File: src/hw/rtl/assert_macros.svh
// Assertion helpers for the top-level writer module.
`ifndef ASSERT_MACROS_SVH
`define ASSERT_MACROS_SVH

// Clocked check, ignored while reset is asserted.
`define ASSERT_CLK(label, clk, rst_n, prop, msg) \
  label: assert property (@(posedge clk) disable iff (!rst_n) prop) else $error(msg);

// Clocked implication check, ignored while reset is asserted.
`define ASSERT_IMPLY(label, clk, rst_n, ante, cons, msg) \
  label: assert property (@(posedge clk) disable iff (!rst_n) (ante) |=> (cons)) \
    else $error(msg);

`endif

File: src/hw/rtl/lcdnw_pkg.sv
`timescale 1ns / 1ps
`default_nettype none

package lcdnw_pkg;

  // Input operation codes.
  typedef enum logic [1:0] {
    OP_TEXT  = 2'd0,
    OP_CMD   = 2'd1,
    OP_GOTO  = 2'd2,
    OP_INIT  = 2'd3
  } op_t;

  // Configuration register indexes.
  localparam logic [2:0] REG_ROW0_BASE     = 3'd0;
  localparam logic [2:0] REG_ROW1_BASE     = 3'd1;
  localparam logic [2:0] REG_LINE_LENGTH   = 3'd2;
  localparam logic [2:0] REG_FUNCTION_WORD = 3'd3;
  localparam logic [2:0] REG_DISPLAY_WORD  = 3'd4;
  localparam logic [2:0] REG_ENTRY_WORD    = 3'd5;

  // Fixed LCD commands.
  localparam logic [7:0] CMD_HOME4 = 8'h02;
  localparam logic [7:0] CMD_CLEAR = 8'h01;

  // Widths.
  localparam int COUNT_W = 7;
  localparam int LEN_W   = 6;
  localparam int COL_W   = 6;
  localparam int IDX_W   = 3;

  // Job queue geometry.
  localparam int QUEUE_DEPTH = 2;
  localparam int QPTR_W      = 1;
  localparam int QCNT_W      = 2;

  // Live configuration.
  typedef struct packed {
    logic [7:0]       row0_base;
    logic [7:0]       row1_base;
    logic [LEN_W-1:0] line_length;
    logic [7:0]       function_word;
    logic [7:0]       display_word;
    logic [7:0]       entry_word;
  } cfg_t;

  // Byte sequence kinds that the back end plays out.
  typedef enum logic [1:0] {
    JOB_SINGLE    = 2'd0,
    JOB_TEXT_ROW1 = 2'd1,
    JOB_TEXT_WRAP = 2'd2,
    JOB_INIT      = 2'd3
  } job_kind_t;

  // One classified item.
  typedef struct packed {
    job_kind_t  kind;
    logic       rs;
    logic [7:0] data;
  } job_t;

  // Queue status seen by both ends.
  typedef struct packed {
    logic full;
    logic empty;
  } queue_stat_t;

endpackage

`default_nettype wire

File: src/hw/rtl/char_lcd_nibble_writer.sv
`timescale 1ns / 1ps
`default_nettype none
// Channel | Direction | Beat contents
// in_     | slave     | tuser = op; tdata = value, start_of_text, row, col
// out_    | master    | tuser = reg_sel; tdata = nibble; tlast = last of item
// cfg_    | write     | cfg_addr selects one of six registers, cfg_wdata value
//
// The back end sends one nibble per cycle while the output is not stalled: an item is
// 2, 4, 6 or 12 nibbles, set by its byte count in the nibble sequencer.
// The front end classifies one input beat per cycle while the two-entry job
// queue has room, so input is taken while results are still going out.
// Reset is synchronous: configuration returns to defaults, count and queue clear.
// A stalled output holds its beat; the sequencer and queue wait behind it.

`include "assert_macros.svh"

module char_lcd_nibble_writer (
  input  wire logic        clk,
  input  wire logic        rst_n,
  input  wire logic        in_tvalid,
  output      logic        in_tready,
  input  wire logic [15:0] in_tdata,   // [7:0] value, [8] start_of_text, [9] row, [15:10] col
  input  wire logic [1:0]  in_tuser,   // [1:0] op
  output      logic        out_tvalid,
  input  wire logic        out_tready,
  output      logic [7:0]  out_tdata,  // [3:0] nibble, [7:4] zero
  output      logic        out_tuser,  // [0] reg_sel
  output      logic        out_tlast,
  input  wire logic        cfg_we,
  input  wire logic [2:0]  cfg_addr,
  input  wire logic [7:0]  cfg_wdata
);
  import lcdnw_pkg::*;

  cfg_t        cfg_r;
  job_t        front_job;
  job_t        head_job;
  queue_stat_t q_stat;
  logic        in_accept;
  logic        q_pop;
  logic [3:0]  out_nibble;

  // Configuration registers.
  always_ff @(posedge clk) begin
    if (!rst_n) begin
      cfg_r.row0_base     <= 8'h80;
      cfg_r.row1_base     <= 8'hC0;
      cfg_r.line_length   <= LEN_W'(16);
      cfg_r.function_word <= 8'h28;
      cfg_r.display_word  <= 8'h0F;
      cfg_r.entry_word    <= 8'h06;
    end else if (cfg_we) begin
      unique case (cfg_addr)
        REG_ROW0_BASE:     cfg_r.row0_base     <= cfg_wdata;
        REG_ROW1_BASE:     cfg_r.row1_base     <= cfg_wdata;
        REG_LINE_LENGTH:   cfg_r.line_length   <= cfg_wdata[LEN_W-1:0];
        REG_FUNCTION_WORD: cfg_r.function_word <= cfg_wdata;
        REG_DISPLAY_WORD:  cfg_r.display_word  <= cfg_wdata;
        REG_ENTRY_WORD:    cfg_r.entry_word    <= cfg_wdata;
        default: ;
      endcase
    end
  end

  assign in_tready = !q_stat.full;
  assign in_accept = in_tvalid && in_tready;

  lcdnw_front u_front (
    .clk           (clk),
    .rst_n         (rst_n),
    .cfg           (cfg_r),
    .accept        (in_accept),
    .op            (in_tuser),
    .value         (in_tdata[7:0]),
    .start_of_text (in_tdata[8]),
    .row           (in_tdata[9]),
    .col           (in_tdata[15:10]),
    .job           (front_job)
  );

  lcdnw_queue u_queue (
    .clk      (clk),
    .rst_n    (rst_n),
    .push     (in_accept),
    .push_job (front_job),
    .pop      (q_pop),
    .head_job (head_job),
    .stat     (q_stat)
  );

  lcdnw_back u_back (
    .clk        (clk),
    .rst_n      (rst_n),
    .cfg        (cfg_r),
    .job        (head_job),
    .stat       (q_stat),
    .pop        (q_pop),
    .out_valid  (out_tvalid),
    .out_ready  (out_tready),
    .out_rs     (out_tuser),
    .out_nibble (out_nibble),
    .out_last   (out_tlast)
  );

  assign out_tdata = {4'b0000, out_nibble};

  // Queue status is never full and empty at once.
  `ASSERT_CLK(a_queue_stat, clk, rst_n, !(q_stat.full && q_stat.empty), "queue full and empty")
  // A pushed job is visible to the back end in the next cycle.
  `ASSERT_IMPLY(a_push_seen, clk, rst_n, in_accept, !q_stat.empty, "pushed job missing")
  // Retiring a job always puts its final nibble on the output.
  `ASSERT_IMPLY(a_pop_last, clk, rst_n, q_pop, out_tvalid && out_tlast, "pop without last")

endmodule

`default_nettype wire

File: src/hw/rtl/lcdnw_front.sv
`timescale 1ns / 1ps
`default_nettype none

module lcdnw_front (
  input  wire logic               clk,
  input  wire logic               rst_n,
  input  wire lcdnw_pkg::cfg_t    cfg,
  input  wire logic               accept,
  input  wire logic [1:0]         op,
  input  wire logic [7:0]         value,
  input  wire logic               start_of_text,
  input  wire logic               row,
  input  wire logic [5:0]         col,
  output      lcdnw_pkg::job_t    job
);
  import lcdnw_pkg::*;

  logic [COUNT_W-1:0] char_count_r;
  logic [COUNT_W-1:0] char_count_nxt;
  logic [COUNT_W-1:0] count_base;
  logic [COUNT_W-1:0] count_inc;
  logic [COUNT_W-1:0] full_count;
  logic [7:0]         goto_addr;

  // Running text count: optional restart, then one more character.
  assign count_base = start_of_text ? '0 : char_count_r;
  assign count_inc  = count_base + COUNT_W'(1);
  assign full_count = {cfg.line_length, 1'b0};
  assign goto_addr  = (row ? cfg.row1_base : cfg.row0_base) + {2'b00, col};

  // Classify the item into a byte sequence and update the count.
  always_comb begin
    char_count_nxt = char_count_r;
    job.kind       = JOB_SINGLE;
    job.rs         = 1'b0;
    job.data       = value;
    unique case (op_t'(op))
      OP_TEXT: begin
        job.rs = 1'b1;
        if (count_inc == {1'b0, cfg.line_length}) begin
          job.kind       = JOB_TEXT_ROW1;
          char_count_nxt = count_inc;
        end else if (count_inc == full_count) begin
          job.kind       = JOB_TEXT_WRAP;
          char_count_nxt = '0;
        end else begin
          job.kind       = JOB_SINGLE;
          char_count_nxt = count_inc;
        end
      end
      OP_CMD: begin
        job.kind = JOB_SINGLE;
      end
      OP_GOTO: begin
        job.kind = JOB_SINGLE;
        job.data = goto_addr;
      end
      OP_INIT: begin
        job.kind = JOB_INIT;
      end
      default: begin
        job.kind = JOB_SINGLE;
      end
    endcase
  end

  // The count moves only on accepted items.
  always_ff @(posedge clk) begin
    if (!rst_n) begin
      char_count_r <= '0;
    end else if (accept) begin
      char_count_r <= char_count_nxt;
    end
  end

endmodule

`default_nettype wire

File: src/hw/rtl/lcdnw_queue.sv
`timescale 1ns / 1ps
`default_nettype none

module lcdnw_queue (
  input  wire logic                  clk,
  input  wire logic                  rst_n,
  input  wire logic                  push,
  input  wire lcdnw_pkg::job_t       push_job,
  input  wire logic                  pop,
  output      lcdnw_pkg::job_t       head_job,
  output      lcdnw_pkg::queue_stat_t stat
);
  import lcdnw_pkg::*;

  job_t              entry_r [QUEUE_DEPTH];
  logic [QPTR_W-1:0] wr_ptr_r;
  logic [QPTR_W-1:0] rd_ptr_r;
  logic [QCNT_W-1:0] count_r;

  assign stat.full  = (count_r == QCNT_W'(QUEUE_DEPTH));
  assign stat.empty = (count_r == '0);
  assign head_job   = entry_r[rd_ptr_r];

  // Entry storage.
  always_ff @(posedge clk) begin
    if (push) begin
      entry_r[wr_ptr_r] <= push_job;
    end
  end

  // Pointers and fill count.
  always_ff @(posedge clk) begin
    if (!rst_n) begin
      wr_ptr_r <= '0;
      rd_ptr_r <= '0;
      count_r  <= '0;
    end else begin
      if (push) begin
        wr_ptr_r <= wr_ptr_r + QPTR_W'(1);
      end
      if (pop) begin
        rd_ptr_r <= rd_ptr_r + QPTR_W'(1);
      end
      if (push && !pop) begin
        count_r <= count_r + QCNT_W'(1);
      end else if (pop && !push) begin
        count_r <= count_r - QCNT_W'(1);
      end
    end
  end

endmodule

`default_nettype wire

File: src/hw/rtl/lcdnw_back.sv
`timescale 1ns / 1ps
`default_nettype none

module lcdnw_back (
  input  wire logic                   clk,
  input  wire logic                   rst_n,
  input  wire lcdnw_pkg::cfg_t        cfg,
  input  wire lcdnw_pkg::job_t        job,
  input  wire lcdnw_pkg::queue_stat_t stat,
  output      logic                   pop,
  output      logic                   out_valid,
  input  wire logic                   out_ready,
  output      logic                   out_rs,
  output      logic [3:0]             out_nibble,
  output      logic                   out_last
);
  import lcdnw_pkg::*;

  logic             valid_r;
  logic             rs_r;
  logic [3:0]       nibble_r;
  logic             last_r;
  logic [IDX_W-1:0] idx_r;
  logic             phase_r;

  logic             load;
  logic [IDX_W-1:0] last_idx;
  logic [7:0]       cur_byte;
  logic             cur_rs;
  logic             job_done;

  // Final byte index of each kind.
  always_comb begin
    unique case (job.kind)
      JOB_SINGLE:    last_idx = IDX_W'(0);
      JOB_TEXT_ROW1: last_idx = IDX_W'(1);
      JOB_TEXT_WRAP: last_idx = IDX_W'(2);
      JOB_INIT:      last_idx = IDX_W'(5);
      default:       last_idx = IDX_W'(0);
    endcase
  end

  // Byte and register select for the current step.
  always_comb begin
    cur_byte = job.data;
    cur_rs   = 1'b0;
    if (job.kind == JOB_INIT) begin
      unique case (idx_r)
        IDX_W'(0): cur_byte = CMD_HOME4;
        IDX_W'(1): cur_byte = cfg.function_word;
        IDX_W'(2): cur_byte = cfg.display_word;
        IDX_W'(3): cur_byte = CMD_CLEAR;
        IDX_W'(4): cur_byte = cfg.entry_word;
        default:   cur_byte = cfg.row0_base;
      endcase
    end else if (idx_r == '0) begin
      cur_byte = job.data;
      cur_rs   = job.rs;
    end else if (job.kind == JOB_TEXT_ROW1) begin
      cur_byte = cfg.row1_base;
    end else if (idx_r == IDX_W'(1)) begin
      cur_byte = CMD_CLEAR;
    end else begin
      cur_byte = cfg.row0_base;
    end
  end

  // One nibble enters the output register whenever it is free or drains and the queue holds a job.
  assign load     = !valid_r || out_ready;
  assign job_done = phase_r && (idx_r == last_idx);
  assign pop      = load && !stat.empty && job_done;

  always_ff @(posedge clk) begin
    if (!rst_n) begin
      valid_r <= 1'b0;
      idx_r   <= '0;
      phase_r <= 1'b0;
    end else if (load) begin
      valid_r <= !stat.empty;
      if (!stat.empty) begin
        if (job_done) begin
          idx_r   <= '0;
          phase_r <= 1'b0;
        end else begin
          phase_r <= !phase_r;
          if (phase_r) begin
            idx_r <= idx_r + IDX_W'(1);
          end
        end
      end
    end
  end

  // Output payload, high nibble first.
  always_ff @(posedge clk) begin
    if (load && !stat.empty) begin
      rs_r     <= cur_rs;
      nibble_r <= phase_r ? cur_byte[3:0] : cur_byte[7:4];
      last_r   <= job_done;
    end
  end

  assign out_valid  = valid_r;
  assign out_rs     = rs_r;
  assign out_nibble = nibble_r;
  assign out_last   = last_r;

endmodule

`default_nettype wire
File: config.mk
export PLATFORM = sky130hd
export DESIGN_NAME = char_lcd_nibble_writer
export DESIGN_NICKNAME = d
export VERILOG_FILES = /design/src/hw/rtl/lcdnw_pkg.sv /design/src/hw/rtl/char_lcd_nibble_writer.sv /design/src/hw/rtl/lcdnw_front.sv /design/src/hw/rtl/lcdnw_queue.sv /design/src/hw/rtl/lcdnw_back.sv
export VERILOG_INCLUDE_DIRS = /design/src /design/src/hw/rtl
export SDC_FILE = /design/constraint.sdc
export NUM_CORES = 1
export LEC_CHECK = 0
export BUFFER_PORTS_ARGS = -buffer_cell sky130_fd_sc_hd__clkbuf_2
export CORE_MARGIN = 4
export CORE_UTILIZATION = 60
export CTS_CLUSTER_DIAMETER = 150
export DETAILED_ROUTE_END_ITERATION = 12
export GPL_TIMING_DRIVEN = 0
export PLACE_DENSITY = 0.89
export SYNTH_ARGS = -nofsm -noshare
export SYNTH_HDL_FRONTEND = slang
export SYNTH_SLANG_ARGS = --single-unit
export TNS_END_PERCENT = 20
File: constraint.sdc
create_clock -name clk -period 3.3 [get_ports clk]
set_input_delay 0 -clock clk [delete_from_list [all_inputs] [get_ports clk]]
set_output_delay 0 -clock clk [all_outputs]
set_load 0.05 [all_outputs]
==> impl_metrics.csv, run 1 <==
group,metric,value,unit
run_status,outcome,"completed",
grt,grt-ovfl-total,0,
layout,syn_to_final_growth,14.50,%
job,max_cap_viol_count,0,
clocking,cts_buffers,9,
layout,design_area,5672,um2
grt,grt_max_degree,17,
sta,maxSlewHeadroom,28.60,%
sta,grt_setup_unrepaired,"false",
power_and_ir_drop,clkPwrFrac,27.1,%
place,gp_congestion,0.9526,
clocking,clk_latency,370,ps
floorplan,die_y,98.86,um
power_and_ir_drop,power.density,504.0,nW/um2
clocking,post_cts_buffers,0,
power_and_ir_drop,seq_power_share,47.0,%
floorplan,core_area,7888,um2
layout,multi_input_area,2691,um2
power_and_ir_drop,p_sw,0.0009607,W
critical_path,start_kind,"flop",
logic_synthesis,syn_inst,539,
critical_path,worstSetupEndpointType,"flop",
sta,drv_slew,0,
sta,whs,20.06,ps
logic_synthesis,ys_types,63,
clocking,clockRootBuffer,"clkbuf_8",
clocking,ctsHoldBuffers,18,
sta,setup_ws,561.9,ps
sta,clock_skew,10.52,ps
logic_synthesis,ys.flop_type,"dfxtp_1",
sta,finalSetupViolations,0,
layout,layout_commonest_cell,"nand2_1",
place,port_buffers,40,
critical_path,cp.required,3400,ps
logic_synthesis,ys_seq_area_share,42.43,%
logic_synthesis,synth.ff_latch_count,91,
power_and_ir_drop,ir_worst_vdd,0.4885,mV
sta,clock.fmax,365.2,MHz
place,place_area,5293,um2
drt,drt_iter0_markers,331,
grt,grt_usage,25.93,%
logic_synthesis,synth_edf_count,28,
clocking,cts_tree,"done",
drt,drtAntennaViolNets,0,
sta,min_period,2738,ps
power_and_ir_drop,pwr-share-comb,26.0,%
drt,wirelength,12.21,mm
drt,vias_per_cell,6.014,
critical_path,criticalPathCategory,"flop to flop",
floorplan,start_util,62.80,%
logic_synthesis,async_flop_share,0,%
clocking,clk_pin_slew_worst_paths,90,ps
layout,final_layout_size_suffix_gt1_share,14.29,%
drt,first_pass_iters,5,
grt,grt_pass1_vias,4203,
clocking,numClockSinks,91,
layout,layout.nets,659,
sta,worst_slew_pin_slew,1067,ps
floorplan,chipWidth,98.86,um
grt,grt_pass1_wl,20.27,mm
drt,wl_per_cell,17.01,um
sta,period_share,82.97,%
critical_path,crit_fanout,5,
power_and_ir_drop,internal_power,0.001898,W
layout,seqCellArea,2102,um2
clocking,clk_path_buf_depth,2,
power_and_ir_drop,total_power,0.002859,W
place,dp.final_hpwl,8.902,mm
floorplan,rows,32,
place,post-place-ws,622.6,ps
layout,final_cell_mix,"nand2_1, dfxtp_1, clkbuf_2",
grt,antenna_found_initial,0,
floorplan,io_pins,46,
logic_synthesis,postSynthAreaPerCell,9.190,um2
logic_synthesis,ys_warn_count,0,
critical_path,crit_arrival,2840,ps
drt,drc_errors,0,
sta,hold_viol,0,
layout,n_antenna_cell,0,
drt,vias,4318,
clocking,ctsResizeCount,0,
floorplan,dieArea,9773,um2
layout,n_fill_cell,587,
worst_hold_path,hold_path_class,"primary input to flop",
power_and_ir_drop,p_sw_share,33.61,%
sta,tns,0,ps
logic_synthesis,synth_area,4954,um2
power_and_ir_drop,p_leak,2.208,nW
clocking,cts_max_level,3,
[flip-flops by register name, summed over array words and instances (netlist names), named ones only]
name                  flops
cfg_r                    46
u_back.idx_r              3
u_back.out_last           1
u_back.out_nibble         4
u_back.out_rs             1
u_back.out_valid          1
u_back.phase_r            1
u_front.char_count_r      7
u_queue.count_r           2
u_queue.entry_r          22
u_queue.rd_ptr_r          1
u_queue.wr_ptr_r          1
[worst max-delay path, cell delays in order, from the launching register on]
cell and delay (ps):
dfxtp_1 380, nor2b_1 350, ha_1 210, buf_4 150, nand3_2 130, nor2_2 190
xnor3_1 220, and3_1 190, o21ai_1 300, and2_1 240, o21ai_0 110
[synthesized netlist by cell type (8+ instances only)]
master | instances | area share [%]
edfxtp_1 | 28 | 17
a21oi_1 | 16 | 1.6
a21boi_0 | 32 | 4.8
xor2_1 | 9 | 1.6
and3_1 | 14 | 1.8
mux2i_1 | 19 | 3.8
inv_1 | 10 | 0.76
and2_1 | 8 | 1.0
nand2_1 | 123 | 9.3
nand3_1 | 23 | 2.3
xnor2_1 | 12 | 2.1
dfxtp_1 | 63 | 25
ha_1 | 13 | 3.3
nor2b_1 | 16 | 2.0
nor2_1 | 19 | 1.4
o21ai_0 | 14 | 1.4
mux2_2 | 10 | 2.3
clkbuf_1 | 20 | 1.5
[power groups by stage]
| stage | logic, W | clock network, W | registers (W) |
|---|---|---|---|
| 2_1_floorplan | 0.000410 | 0 | 0.00148 |
| 3_3_place_gp | 0.000691 | 0 | 0.00136 |
| 3_5_place_dp | 0.000710 | 0 | 0.00137 |
| 4_1_cts | 0.000734 | 0.000777 | 0.00134 |
| 5_1_grt | 0.000804 | 0.000821 | 0.00135 |
| 6_report | 0.000742 | 0.000773 | 0.00134 |
[metal layers]
layer / vias to the layer above / GRT usage [%] / share of wire [%]
li1: 2030 / - / -
met1: 2047 / 32.49 / 40
met2: 206 / 44.11 / 49
met3: 35 / 4.671 / 8.3
met4: 0 / 10.50 / 2.5
met5: - / 0 / 0
[final cells by class]
type                            instances  share of cell area [%]
Clock buffer                           10                   2.250
Timing Repair Buffer                   58                   6.706
Clock inverter                          6                   1.257
Sequential cell                        91                   37.06
Tap cell                              102                   2.250
Buffer                                 29                   2.360
Multi-Input combinational cell        412                   47.45
Inverter                               10                  0.6618
[cell families (layout without fill, tap and decap cells)]
group                      after synthesis  after routing  share of synthesized area (%)
other                                    1              4                        0.07570
xor gates and xnor gates                24             24                          5.077
and+or+nand+nor                        231            231                          21.82
adders and majority gates               14             14                          3.688
AOI/OAI and AO/OA                      104            104                          14.78
muxes                                   35             35                          8.664
buffers and inverters                   39            113                          3.460
DFF                                     91             91                          42.44
[worst paths after layout]
kind	start	end	slack (ps)	cells past startpoint
worst max-delay path	u_front.char_count_r[0]	u_queue.entry_r[1][10]	560	10
worst min-delay path	out_tready	u_back.out_valid	20	3
worst max register to register	u_front.char_count_r[0]	u_queue.entry_r[1][10]	560	10
worst min register to register	cfg_r[14]	cfg_r[14]	470	2
[stage by stage]
| step | utilization [%] | instances |
|---|---|---|
| 6_report | 71.91 | 718 |
| 5_1_grt | 71.91 | 718 |
| 4_1_cts | 71.91 | 718 |
| 3_5_place_dp | 67.10 | 684 |
| 3_3_place_gp | 67.10 | 684 |
| 2_1_floorplan | - | 542 |
No activity file was read; power rests on OpenSTA's default activity.
==> run 2, diff against run 1 <==
Clock period 3.3 ns to 2.7 ns, I/O delays scaled along.
==> run 2 against run 1 <==
  * Wire length increased by 1.5%
  * Sequential share of layout area decreased by 0.23 points
  * Sequential power grew 22%
  * Die area did not move
  * Maximum frequency increased by 6.4%
  * Largest power group unchanged
==> impl_metrics.csv, run 2 (same netlist as run 1, synthesis figures left out) <==
group,metric,value,unit
floorplan,die_y,98.86,um
place,gp_congestion,0.9526,
critical_path,criticalPathCategory,"flop to flop",
sta,min_period,2572,ps
sta,period_share,95.27,%
grt,grt_usage,25.93,%
drt,drtAntennaViolNets,0,
layout,n_antenna_cell,0,
sta,worst_slew_pin_slew,1068,ps
sta,clock_skew,13.14,ps
clocking,clk_latency,370,ps
power_and_ir_drop,clkPwrFrac,27.0,%
layout,final_cell_mix,"nand2_1, dfxtp_1, clkbuf_2",
clocking,clk_pin_slew_worst_paths,90,ps
worst_hold_path,hold_path_class,"primary input to flop",
power_and_ir_drop,p_sw_share,33.65,%
drt,drt_iter0_markers,368,
critical_path,worst-path-buf-inv,1,
sta,finalSetupViolations,0,
sta,drv_slew,0,
power_and_ir_drop,pwr-share-comb,26.2,%
grt,antenna_found_initial,0,
layout,stdcell_count,719,
drt,drc_errors,0,
floorplan,start_util,62.80,%
drt,wirelength,12.39,mm
layout,reg_top3,"cfg_r x46, u_queue.entry_r x22, u_front.char_count_r x7",
grt,grt_pass1_wl,20.27,mm
drt,wl_per_cell,17.23,um
clocking,clockRootBuffer,"clkbuf_8",
critical_path,crit_slowest_cell,"edfxtp_1",
critical_path,cp.required,2990,ps
floorplan,rows,32,
layout,syn_to_final_growth,15.28,%
layout,largest_reg_flops,46,
layout,layout_commonest_cell,"nand2_1",
place,dp.final_hpwl,8.902,mm
critical_path,worstSetupEndpointType,"flop",
power_and_ir_drop,p_leak,2.218,nW
drt,vias_per_cell,5.986,
sta,clock.fmax,388.8,MHz
sta,hold_viol,0,
floorplan,dieArea,9773,um2
grt,grt_pass1_vias,4203,
run_status,outcome,"completed",
job,max_cap_viol_count,0,
drt,vias,4304,
power_and_ir_drop,power.density,614.6,nW/um2
floorplan,chipWidth,98.86,um
critical_path,cp_cell_sequence,"mux2_4 > nor4_1 > a31oi_1 > o21ai_0 > and2_1 > clkbuf_4 > nand2_1 > ha_4 > xor2_1 > or3_1 > a21boi_0",
clocking,cts_max_level,3,
power_and_ir_drop,seq_power_share,46.8,%
layout,largest_register,"cfg_r",
clocking,cts_tree,"done",
floorplan,core_area,7888,um2
critical_path,cpPeakStageDelay,460,ps
critical_path,crit_arrival,2860,ps
critical_path,crit_fanout,7,
layout,final_util,72.40,%
floorplan,io_pins,46,
grt,grt_max_degree,17,
drt,first_pass_iters,5,
place,dp.cells,684,
power_and_ir_drop,ir_worst_vdd,0.5969,mV
layout,layout.nets,660,
clocking,numClockSinks,91,
power_and_ir_drop,p_sw,0.001181,W
place,post-place-ws,22.56,ps
sta,maxSlewHeadroom,28.55,%
power_and_ir_drop,total_power,0.003510,W
critical_path,start_kind,"flop",
clocking,cts_buffers,9,
grt,grt-ovfl-total,0,
critical_path,path_delay_family,"simple AND/OR/NAND/NOR gates",
layout,final_layout_size_suffix_gt1_share,15.07,%
clocking,clk_path_buf_depth,2,
place,port_buffers,40,
power_and_ir_drop,internal_power,0.002329,W
sta,setup_ws,127.7,ps
-- run 2: final timing paths --
path	startpoint	to	slack (ps)	depth (start not counted)
min reg2reg	cfg_r[14]	cfg_r[14]	470	2
max	u_queue.entry_r[0][10]	u_queue.count_r[1]	130	11
max reg2reg	u_queue.entry_r[0][10]	u_queue.count_r[1]	130	11
min	out_tready	u_back.out_valid	20	3
-- run 2: per-stage QoR --
stage	setup TNS (ps)	hold WS (ps)	cell area, um2
5_1_grt	-33.43	32.65	5710
2_1_floorplan	0	124.0	4965
4_1_cts	0	19.68	5672
3_5_place_dp	0	324.6	5293
3_3_place_gp	0	313.1	5293
6_report	0	19.03	5710
-- run 2: power groups by stage --
stage               registers (W)  clock network (W)  logic, W
global route              0.00166            0.00101  0.000997
detailed placement        0.00167                  0  0.000868
floorplan                 0.00181                  0  0.000501
CTS                       0.00164           0.000950  0.000898
global placement          0.00166                  0  0.000844
finish                    0.00164           0.000947  0.000920
-- run 2: per-layer routing --
metal	global-route usage, %	vias to the layer above	wire [um]
li1	-	2038	-
met1	32.49	2046	5018
met2	44.11	178	6070
met3	4.671	42	938
met4	10.50	0	363
met5	0	-	0
-- run 2: repair_timing --
action                                 4_1_cts  5_1_grt
setup buffers                                0        1
resized for setup                            0        8
endpoints found under the hold margin       55        0
setup endpoints to repair                    0        4
hold buffers                                18        0
-- run 2: worst register-to-register path: cells and delay by family, from the launching register on --
kind	cells	cell delay [ps]
AND/OR/NAND/NOR	4	780
flip-flops	1	460
multiplexers	1	350
AO/OA/AOI/OAI	3	350
adder cells (fa/ha/maj)	1	230
buffers and inverters	1	190
XOR/XNOR	1	140
-- run 2: cell type report --
type                            instances  area [um2]
Buffer                                 29       136.4
Tap cell                              102       127.6
Inverter                               10       37.54
Multi-Input combinational cell        412        2719
Fill cell                             585        2177
Sequential cell                        91        2103
Timing Repair Buffer                   59       387.9
Clock inverter                          6       71.32
Clock buffer                           10       127.6
==> run 3, diff against run 2 <==
==> constraint.sdc (replaced) <==
create_clock -name clk -period 2.7 [get_ports clk]
set_input_delay 0.27 -clock clk [delete_from_list [all_inputs] [get_ports clk]]
set_output_delay 0.27 -clock clk [all_outputs]
set_load 0.05 [all_outputs]
==> run 3 against run 2 <==
  * Clock skew down 0.98 ps
  * First-iteration DRC count down 14%
  * Non-clock buffer count down 18
  * Hold slack better by 200 ps
  * Register-to-register slack better by 30 ps
  * Utilization down 2.3 points
  * Die area unchanged
  * Cell count down 2.5%
  * Sequential share of layout area up 1.2 points
  * Sequential cell count unchanged
  * Critical endpoint unchanged
  * Cell area down 3.2%
==> impl_metrics.csv, run 3 (same netlist as run 1, synthesis figures left out) <==
group,metric,value,unit
place,dp.final_hpwl,8.902,mm
sta,drv_slew,0,
layout,final_layout_size_suffix_gt1_share,15.53,%
drt,vias,4191,
floorplan,io_pins,46,
place,place_area,5293,um2
clocking,numClockSinks,91,
worst_hold_path,hold_path_class,"primary input to flop",
sta,clock_skew,12.16,ps
layout,design_area,5530,um2
drt,wl_per_cell,17.25,um
power_and_ir_drop,total_power,0.003488,W
place,port_buffers,40,
sta,min_period,2544,ps
floorplan,rows,32,
layout,layout_commonest_cell,"nand2_1",
clocking,cts_tree,"done",
place,dp.cells,684,
critical_path,cp.required,2990,ps
critical_path,crit_fanout,7,
clocking,clockRootBuffer,"clkbuf_8",
clocking,clk_latency,370,ps
clocking,ctsHoldBuffers,0,
drt,wirelength,12.09,mm
floorplan,die_y,98.86,um
clocking,cts_buffers,9,
layout,largest_register,"cfg_r",
place,gp_congestion,0.9526,
drt,first_pass_iters,5,
drt,drtAntennaViolNets,0,
grt,antenna_found_initial,0,
critical_path,criticalPathCategory,"flop to flop",
floorplan,dieArea,9773,um2
clocking,cts_max_level,3,
grt,grt_pass1_wl,19.72,mm
sta,period_share,94.24,%
sta,worst_slew_pin_slew,1050,ps
clocking,clk_path_buf_depth,2,
power_and_ir_drop,ir_worst_vdd,0.5935,mV
power_and_ir_drop,power.density,630.8,nW/um2
layout,largest_reg_flops,46,
layout,stdcell_count,701,
critical_path,crit_arrival,2830,ps
drt,drt_iter0_markers,318,
grt,grt_pass1_vias,4091,
run_status,outcome,"completed",
grt,grt_usage,25.31,%
drt,vias_per_cell,5.979,
grt,grt-ovfl-total,0,
critical_path,worstSetupEndpointType,"flop",
sta,clock.fmax,393.0,MHz
layout,layout.nets,642,
power_and_ir_drop,p_leak,2.143,nW
drt,drc_errors,0,
layout,n_antenna_cell,0,
sta,maxSlewHeadroom,29.73,%
layout,reg_top3,"cfg_r x46, u_queue.entry_r x22, u_front.char_count_r x7",
sta,hold_viol,0,
sta,finalSetupViolations,0,
floorplan,chipWidth,98.86,um
layout,syn_to_final_growth,11.64,%
job,max_cap_viol_count,0,
layout,final_cell_mix,"nand2_1, dfxtp_1, clkbuf_2",
grt,grt_max_degree,17,
floorplan,start_util,62.80,%
critical_path,start_kind,"flop",
floorplan,core_area,7888,um2
clocking,clk_pin_slew_worst_paths,90,ps
-- run 3: report_power, final --
part           internal, W  total, W  switching, W
clock             0.000438  0.000949      0.000511
sequential         0.00157   0.00164     0.0000747
combinational     0.000305  0.000896      0.000591
total              0.00231   0.00349       0.00118
-- run 3: repair_timing --
action	in CTS	in global routing
setup endpoints to repair	0	4
setup buffers	0	1
resized for setup	0	8
-- run 3: worst paths after layout --
kind                               start                    end  slack (ps)  cells past startpoint
setup / recovery  u_queue.entry_r[0][10]     u_queue.count_r[1]         160                     11
hold / removal               in_tdata[0]  u_queue.entry_r[1][0]         220                      2
setup reg to reg  u_queue.entry_r[0][10]     u_queue.count_r[1]         160                     11
hold reg to reg                cfg_r[14]              cfg_r[14]         470                      2
-- run 3: cell type report --
cell class	instances	area, um2
clock buffers	10	127.6
repair buffers	41	207.7
flip-flops and latches	91	2103
multi-input cells	412	2719
inverters	10	37.54
plain buffers	29	136.4
fillers	614	2357
well taps	102	127.6
clock inverters	6	71.32
-- run 3: worst max-delay path, stage by stage (launching register included) --
cell,delay (ps)
edfxtp_1,440
mux2_4,340
nor4_1,230
a31oi_1,60
o21ai_0,130
and2_1,130
clkbuf_4,190
nand2_1,110
ha_4,230
xor2_1,140
or3_1,310
a21boi_0,160
-- run 3: routing by layer --
metal / vias up / global-route usage (%) / share of wire [%]
li1: 1996 / - / -
met1: 1978 / 31.73 / 40
met2: 180 / 43.08 / 49
met3: 37 / 4.742 / 8.0
met4: 0 / 9.874 / 2.7
met5: - / 0 / 0
-- run 3: metrics by stage --
step           TNS [ps]  utilization [%]  setup slack (ps)  hold WS, ps
4_1_cts               0            69.62             6.515        208.4
6_report              0            70.11             155.6        223.8
3_5_place_dp     -671.9            67.10            -164.1        459.4
2_1_floorplan         0                -             224.3        394.0
3_3_place_gp     -284.0            67.10            -104.1        450.4
5_1_grt          -5.440            70.11            -5.440        226.0
